<file path="src/rtl/ffdsc_pkg.sv">
`timescale 1ns / 1ps

package ffdsc_pkg;

   // Frame markers
   localparam logic [7:0] START_MARK = 8'h2A;   // '*'
   localparam logic [7:0] END_MARK   = 8'h23;   // '#'

   // Start mark, two sum bytes and end mark
   localparam int unsigned FRAME_OVERHEAD = 4;

   // Width of the window fill count (frames up to 127 bytes)
   localparam int unsigned FILL_WIDTH = 7;

   // State of the payload buffer as seen by the top level
   typedef struct packed {
      logic valid;   // a payload byte sits at the head
      logic last;    // the head byte closes the frame
   } out_status_type;

endpackage

</file>
<file path="src/rtl/ffdsc_out_buffer.sv">
`timescale 1ns / 1ps

module ffdsc_out_buffer #(
   parameter int unsigned PAYLOAD_LENGTH = 4
) (
   input  logic                       clock,
   input  logic                       reset,
   input  logic                       load,
   input  logic [7:0]                 load_bytes [PAYLOAD_LENGTH],
   input  logic                       pop,
   output ffdsc_pkg::out_status_type  status,
   output logic [7:0]                 head_byte
);

   localparam int unsigned CW = $clog2(PAYLOAD_LENGTH + 1);

   logic [7:0]    bytes_ff [PAYLOAD_LENGTH];
   logic [7:0]    bytes_in [PAYLOAD_LENGTH];
   logic [CW-1:0] count_ff;
   logic [CW-1:0] count_in;

   // Load must only come into an empty buffer; this block does not enforce it. Pop shifts the line toward the head.
   always_comb begin
      bytes_in = bytes_ff;
      count_in = count_ff;
      if (load) begin
         bytes_in = load_bytes;
         count_in = CW'(PAYLOAD_LENGTH);
      end else if (pop && (count_ff != '0)) begin
         for (int i = 0; i < PAYLOAD_LENGTH - 1; i++) begin
            bytes_in[i] = bytes_ff[i + 1];
         end
         count_in = count_ff - CW'(1);
      end
   end

   always_ff @(posedge clock) begin
      bytes_ff <= bytes_in;
      if (reset) begin
         count_ff <= '0;
      end else begin
         count_ff <= count_in;
      end
   end

   assign status.valid = (count_ff != '0);
   assign status.last  = (count_ff == CW'(1));
   assign head_byte    = bytes_ff[0];

endmodule

</file>
<file path="src/rtl/fixed_frame_deframer_sum_check_unit.sv">
`timescale 1ns / 1ps

// Fixed-length frame deframer with a 16-bit sum check. Every req_ transaction
// carries one received byte; the block keeps a sliding window of the last
// PACKET_LENGTH bytes. A frame is '*', PACKET_LENGTH-4 payload bytes, a
// big-endian 16-bit sum of the payload (high byte first) and '#'. When the
// window is full and holds such a frame with a matching sum, the payload bytes
// leave on the rsp_ channel in order, the final one with rsp_tlast set, and the
// window empties; otherwise nothing is sent and the window keeps sliding.
// Rate: one byte is taken per cycle while req_tready is high. The closing '#'
// is registered into the window, the payload then into the frame buffer, and
// its bytes leave one per cycle while rsp_tready is high. The payload goes out
// from a single frame buffer, so req_tready drops only while that buffer still
// drains and the window is within one byte of full; with rsp_tready held high
// that never happens and the sustained rate is one byte per cycle. The payload
// sum is a running value: one add per filling byte, add and subtract per slide.
module fixed_frame_deframer_sum_check_unit #(
   parameter int unsigned PACKET_LENGTH = 8
) (
   input  logic       clock,
   input  logic       reset,
   // Received byte stream
   input  logic       req_tvalid,
   output logic       req_tready,
   input  logic [7:0] req_tdata,   // [7:0] data_byte
   // Validated payload stream
   output logic       rsp_tvalid,
   input  logic       rsp_tready,
   output logic [7:0] rsp_tdata,   // [7:0] payload_byte
   output logic       rsp_tlast    // last_byte
);

   localparam int unsigned PAYLOAD_LENGTH = PACKET_LENGTH - ffdsc_pkg::FRAME_OVERHEAD;
   localparam int unsigned FW             = ffdsc_pkg::FILL_WIDTH;

   // Window storage: oldest byte at index 0. No reset, entries are read only
   // after being written since the window last emptied.
   logic [7:0]    window_ff [PACKET_LENGTH];
   logic [7:0]    window_in [PACKET_LENGTH];
   logic [FW-1:0] fill_ff;
   logic [FW-1:0] fill_in;
   logic [FW-1:0] fill_eff;
   // Running sum of the payload positions 1 .. PACKET_LENGTH-4 held in the window
   logic [15:0]   sum_ff;
   logic [15:0]   sum_in;
   logic [15:0]   sum_eff;

   logic          frame_hit;
   logic          window_full;
   logic          accept;
   logic [7:0]    payload [PAYLOAD_LENGTH];

   ffdsc_pkg::out_status_type out_status;

   // Check the registered window. A hit empties the window in this very cycle,
   // so a byte taken now lands at the front of a fresh window.
   assign frame_hit = (fill_ff == FW'(PACKET_LENGTH))
                   && (window_ff[PACKET_LENGTH - 1] == ffdsc_pkg::END_MARK)
                   && (window_ff[0] == ffdsc_pkg::START_MARK)
                   && (sum_ff == {window_ff[PACKET_LENGTH - 3], window_ff[PACKET_LENGTH - 2]});

   assign fill_eff    = frame_hit ? '0 : fill_ff;
   assign sum_eff     = frame_hit ? '0 : sum_ff;
   assign window_full = (fill_eff == FW'(PACKET_LENGTH));

   // Hold off the byte that could complete a frame while the buffer still drains.
   assign req_tready = (fill_eff < FW'(PACKET_LENGTH - 1)) || !out_status.valid;
   assign accept     = req_tvalid && req_tready;

   always_comb begin
      window_in = window_ff;
      fill_in   = fill_eff;
      sum_in    = sum_eff;
      if (accept) begin
         if (window_full) begin
            // Slide: drop the oldest byte, append the new one at the end.
            for (int i = 0; i < PACKET_LENGTH - 1; i++) begin
               window_in[i] = window_ff[i + 1];
            end
            window_in[PACKET_LENGTH - 1] = req_tdata;
            sum_in = sum_eff - {8'h00, window_ff[1]} + {8'h00, window_ff[PACKET_LENGTH - 3]};
         end else begin
            // Fill: append at the current count.
            for (int i = 0; i < PACKET_LENGTH; i++) begin
               if (fill_eff == FW'(i)) begin
                  window_in[i] = req_tdata;
               end
            end
            fill_in = fill_eff + FW'(1);
            if (fill_eff == '0) begin
               sum_in = '0;
            end else if (fill_eff <= FW'(PAYLOAD_LENGTH)) begin
               sum_in = sum_eff + {8'h00, req_tdata};
            end
         end
      end
   end

   always_ff @(posedge clock) begin
      window_ff <= window_in;
      if (reset) begin
         fill_ff <= '0;
         sum_ff  <= '0;
      end else begin
         fill_ff <= fill_in;
         sum_ff  <= sum_in;
      end
   end

   always_comb begin
      for (int i = 0; i < PAYLOAD_LENGTH; i++) begin
         payload[i] = window_ff[i + 1];
      end
   end

   // Payload buffer: loaded on a hit, drained one transaction per cycle while rsp_tready is high.
   ffdsc_out_buffer #(
      .PAYLOAD_LENGTH (PAYLOAD_LENGTH)
   ) u_out_buffer (
      .clock      (clock),
      .reset      (reset),
      .load       (frame_hit),
      .load_bytes (payload),
      .pop        (rsp_tready),
      .status     (out_status),
      .head_byte  (rsp_tdata)
   );

   assign rsp_tvalid = out_status.valid;
   assign rsp_tlast  = out_status.last;

endmodule

</file>
<file path="config.mk">
export PLATFORM = sky130hd
export DESIGN_NAME = fixed_frame_deframer_sum_check_unit
export DESIGN_NICKNAME = d
export VERILOG_FILES = /design/src/rtl/ffdsc_pkg.sv /design/src/rtl/ffdsc_out_buffer.sv /design/src/rtl/fixed_frame_deframer_sum_check_unit.sv
export SDC_FILE = /design/constraint.sdc
export NUM_CORES = 1
export LEC_CHECK = 0
export ABC_AREA = 1
export BUFFER_PORTS_ARGS = -buffer_cell sky130_fd_sc_hd__buf_2
export CAP_MARGIN = 20
export CORE_MARGIN = 2
export CORE_UTILIZATION = 48
export CTS_BUF_LIST = sky130_fd_sc_hd__clkbuf_4
export CTS_CLUSTER_DIAMETER = 120
export DETAILED_ROUTE_END_ITERATION = 7
export PLACE_DENSITY_LB_ADDON = 0.08
export SETUP_SLACK_MARGIN = 0.15
export SYNTH_ARGS = -nofsm -noshare
export SYNTH_HDL_FRONTEND = slang
export SYNTH_SLANG_ARGS = --single-unit
export TNS_END_PERCENT = 20
</file>
<file path="constraint.sdc">
create_clock -name clock -period 3.4 [get_ports clock]
set_input_delay 0.68 -clock clock [delete_from_list [all_inputs] [get_ports clock]]
set_output_delay 0.68 -clock clock [all_outputs]
set_load 0.005 [all_outputs]
</file>
==> out/summary.md <==
The flow ran to the end, but the final reports show violations. The checks that failed: negative setup slack. The global-route usage over all layers is 0.252. The tool flagged a number of max-cap violations equal to 0.

STA classifies the critical path startpoint as a register. The logs give 0.414 for the global-route met2 utilization and 1203 for the non-filler instance count after layout. After detailed routing, the average wire length per cell comes to 16.7 um. The final cell utilization of the core was 0.598. The number of primary I/O pins is 23, and the via count of the first global-routing pass is 6137.

The number of enable flip-flop cells after synthesis works out to 96. The tree is rooted in a clkbuf_4. The number of antenna violations at the first check in global routing is 1. The flip-flop cell with the highest count after synthesis was edfxtp_1. The most used routing layer was met2. VDD sags by at most 272 uV. Setup repair after global routing could not meet its margin everywhere. The per-cell via count in the routed design was 5.36; the met3 usage in global routing was 0.0497. In this run the power density over the cells is 456 nW/um^2. For flop-to-flop paths, the worst setup slack is -0.13 ns. The logs give 16400 um^2 for the total die area and 0.339 for the met1 track utilization from global routing. The count of buffers from port buffering is 22, and the post-synthesis average cell area is 8.21 um^2.

For the routability-driven placement congestion ratio, the log shows 0.982. The worst-margin pin slew was 0.571 ns; the maximum number of pins on one net before global-route repair was 59. The tools report the effective utilization at floorplan as 0.489.

After synthesis the netlist holds a flip-flop and latch count of 122. The detailed router finished its first iteration with 637 violations. After routing the design area is 9020 um^2. The routed design has 20100 um of wire. The worst path setup slack after routing is -0.129 ns. The number of distinct library cells after synthesis is 47. In the final design database the tool counted 1053 nets.

The area overhead of the layout relative to synthesis is 22.3%, and the first-pass GRT wire length is 31400 um. The tightest min-delay check is of the input port to register type. Prior to clock tree synthesis, the placed netlist has a worst setup slack of -0.228 ns. The number of cells on the worst reg-to-reg path is 24. CTS saw 122 sinks. For this run, the number of Yosys warnings is 0.

The run gives 1154 as the number of cells after detailed placement. The total placed instance area came out at 8180 um^2. The number of max-slew violations in the final report came out at 0.

The area of the core region was 15100 um^2; the insertion delay to the later sink of the worst-skew pair was 0.54 ns. The tools report the normalized max-slew margin as 0.616. For this design the static power due to leakage is 4.05 nW. The sequential cell area fraction in the yosys report is 0.461, and the filler cell count in the final layout is 1327. Setup violations remaining at the end of the flow were counted as 5.

From bottom edge to top edge, the die measures 128 um. TritonCTS built the clock tree. The HPWL after detailed placement is 15100 um.

The worst register-to-register path begins at window_ff[3]. The final hold violation count was 0; the count of vias placed by the detailed router was 6454. The most critical setup path has its endpoint at sum_ff[10]. The post-route clock period utilization came out at 1.04. The clock period minus final worst setup slack was 3.53 ns; the clock skew was 0.0354 ns. The remaining design rule violation count is 0, and the critical path data arrival time is 3.93 ns. The number of routed nets with antenna violations is 0. The critical path is of the register to register type.

The critical path starts at window_ff[3]. Overall power consumption after layout is estimated at 4.11 mW. The floorplan has 45 rows.

After synthesis the cells add up to 7370 um^2. The post-synthesis net count is 950. For the required time at the worst-slack endpoint, the log shows 3.80 ns. The fraction of registers with async set/reset is 0, and the maximum buffer depth of the clock tree is 2. The share of final-layout standard cells stronger than drive strength 1 was 0.250; the synthesized netlist cell count was 898. The endpoint identified for the worst register-to-register timing path is sum_ff[10]. The run gives 4 as the H-tree depth. Global routing finished with a remaining overflow of 0. The die width is 128 um, and the maximum operating frequency is 283 MHz.

The iteration count of the initial detailed-routing pass was 7. The clock edge transition at the registers on the reported setup and hold paths was 0.15 ns; the worst-path maximum fanout was 4. The number of instances on the worst hold path came out at 1.

Number of CTS-inserted buffers: 17. The type of element capturing the critical path was a register.
[report_power, final]
| part | switching [mW] | total, mW | internal, mW |
|---|---|---|---|
| registers | 0.0615 | 1.86 | 1.79 |
| logic | 0.573 | 0.955 | 0.382 |
| clock network | 0.626 | 1.30 | 0.677 |
[per-stage QoR]
stage,hold WS [ns],TNS [ns]
2_1_floorplan,0.427,0
3_3_place_gp,0.432,-0.712
3_5_place_dp,0.434,-0.726
4_1_cts,0.339,-0.295
5_1_grt,0.344,-2.16
6_report,0.373,-0.497
[cell families after synthesis]
kind of cell	count (synthesis)	synth area share
xor+xnor	8	0.00950
simple gates	366	0.221
buf+inv	179	0.0984
compound gates	183	0.134
flops	122	0.461
fa+ha+maj	40	0.0760
[repair_timing]
action | CTS | global route
gates resized for setup | 40 | 40
cloned | 0 | 1
pin swaps | 33 | 35
buffers inserted | 7 | 8
hold buffers | 0 | 0
setup endpoints to repair | 10 | 46
[worst min-delay path by stage]
stage / slack (ns) / start / end
4_1_cts: 0.34 / req_tdata[0] / window_ff[0]
3_5_place_dp: 0.43 / payload[2] / u_out_buffer.bytes_ff[2]
3_3_place_gp: 0.43 / payload[5] / u_out_buffer.bytes_ff[5]
6_report: 0.37 / req_tdata[0] / window_ff[0]
2_1_floorplan: 0.43 / payload[0] / u_out_buffer.bytes_ff[0]
5_1_grt: 0.34 / req_tdata[0] / window_ff[0]
[metal layers]
layer  vias up  share of wire
met5         -              0
met2       207           0.48
met4         0          0.021
li1       3179              -
met1      3034           0.43
met3        34          0.062
[worst max-delay path, stage by stage (launching register included)]
cell and delay [ns]:
edfxtp_1 0.46, nor2_1 0.13, nand2_1 0.08, nor2_2 0.11, nand2_1 0.07, nor2_2 0.15, nand3_4 0.13, buf_12 0.17
nand2_8 0.05, fa_1 0.43, inv_2 0.09, ha_4 0.21, a21oi_2 0.16, nand2_2 0.08, nand2_2 0.07, nand2_2 0.07
a21oi_4 0.17, o21ai_2 0.08, inv_1 0.06, o21a_1 0.15, inv_2 0.05, nor2_2 0.09, nor2_1 0.04, a21oi_1 0.19
a21oi_2 0.10
[layout by cell type, fill, tap and decap left out, types with 4 or more instances in the layout]
cell type  Yosys  routed
bufinv_16      0       5
nor3_1        10       9
a21oi_2        0      10
buf_12         0       4
ha_4           0       7
inv_6          0       6
edfxtp_1      96      96
fa_1           8       7
o21ai_0       98      92
o21ai_2        1       5
a21oi_1       58      47
buf_6          2       5
inv_1        134     127
clkbuf_4       0      17
inv_2         12      18
nand4_1       10      10
nand2_2       11      22
nor4_1         8       7
xor2_1         6       6
nor2_2         7      14
o21ai_1        4       6
nand2_1      222     208
nand3_1       40      39
nor2_1        44      37
buf_4          9      83
ha_1          32      24
buf_2          3      22
dfxtp_1       26      23
[sequential cells by signal, summed over array words and instances, names as in the netlist]
signal and flops:
sum_ff 16, fill_ff 7, window_ff 32, u_out_buffer.head_byte 8, u_out_buffer.count_ff 3, payload 32
u_out_buffer.bytes_ff 24
[final cells by class]
type | count | area, um^2 | share of cell area
Inverter | 147 | 556 | 0.0616
Timing Repair Buffer | 116 | 910 | 0.101
Tap cell | 188 | 235 | 0.0261
Clock inverter | 15 | 235 | 0.0261
Antenna cell | 1 | 2.50 | 0.000277
Clock buffer | 17 | 128 | 0.0141
Sequential cell | 122 | 3410 | 0.378
Multi-Input combinational cell | 597 | 3550 | 0.393
[synth_stat cells (5+ instances only)]
| master | instances | area, um^2 |
|---|---|---|
| nand2_1 | 222 | 833 |
| inv_1 | 134 | 503 |
| o21ai_0 | 98 | 490 |
| edfxtp_1 | 96 | 2880 |
| a21oi_1 | 58 | 290 |
| nor2_1 | 44 | 165 |
| nand3_1 | 40 | 200 |
| ha_1 | 32 | 400 |
| dfxtp_1 | 26 | 521 |
| clkbuf_1 | 18 | 67.6 |
| inv_2 | 12 | 45.0 |
| nand2_2 | 11 | 68.8 |
| nand4_1 | 10 | 62.6 |
| nor3_1 | 10 | 50.1 |
| buf_4 | 9 | 67.6 |
| fa_1 | 8 | 160 |
| nor4_1 | 8 | 50.1 |
| nor2_2 | 7 | 43.8 |
| xor2_1 | 6 | 52.6 |
| a31oi_1 | 5 | 31.3 |
(Power assumes the default switching activity.)
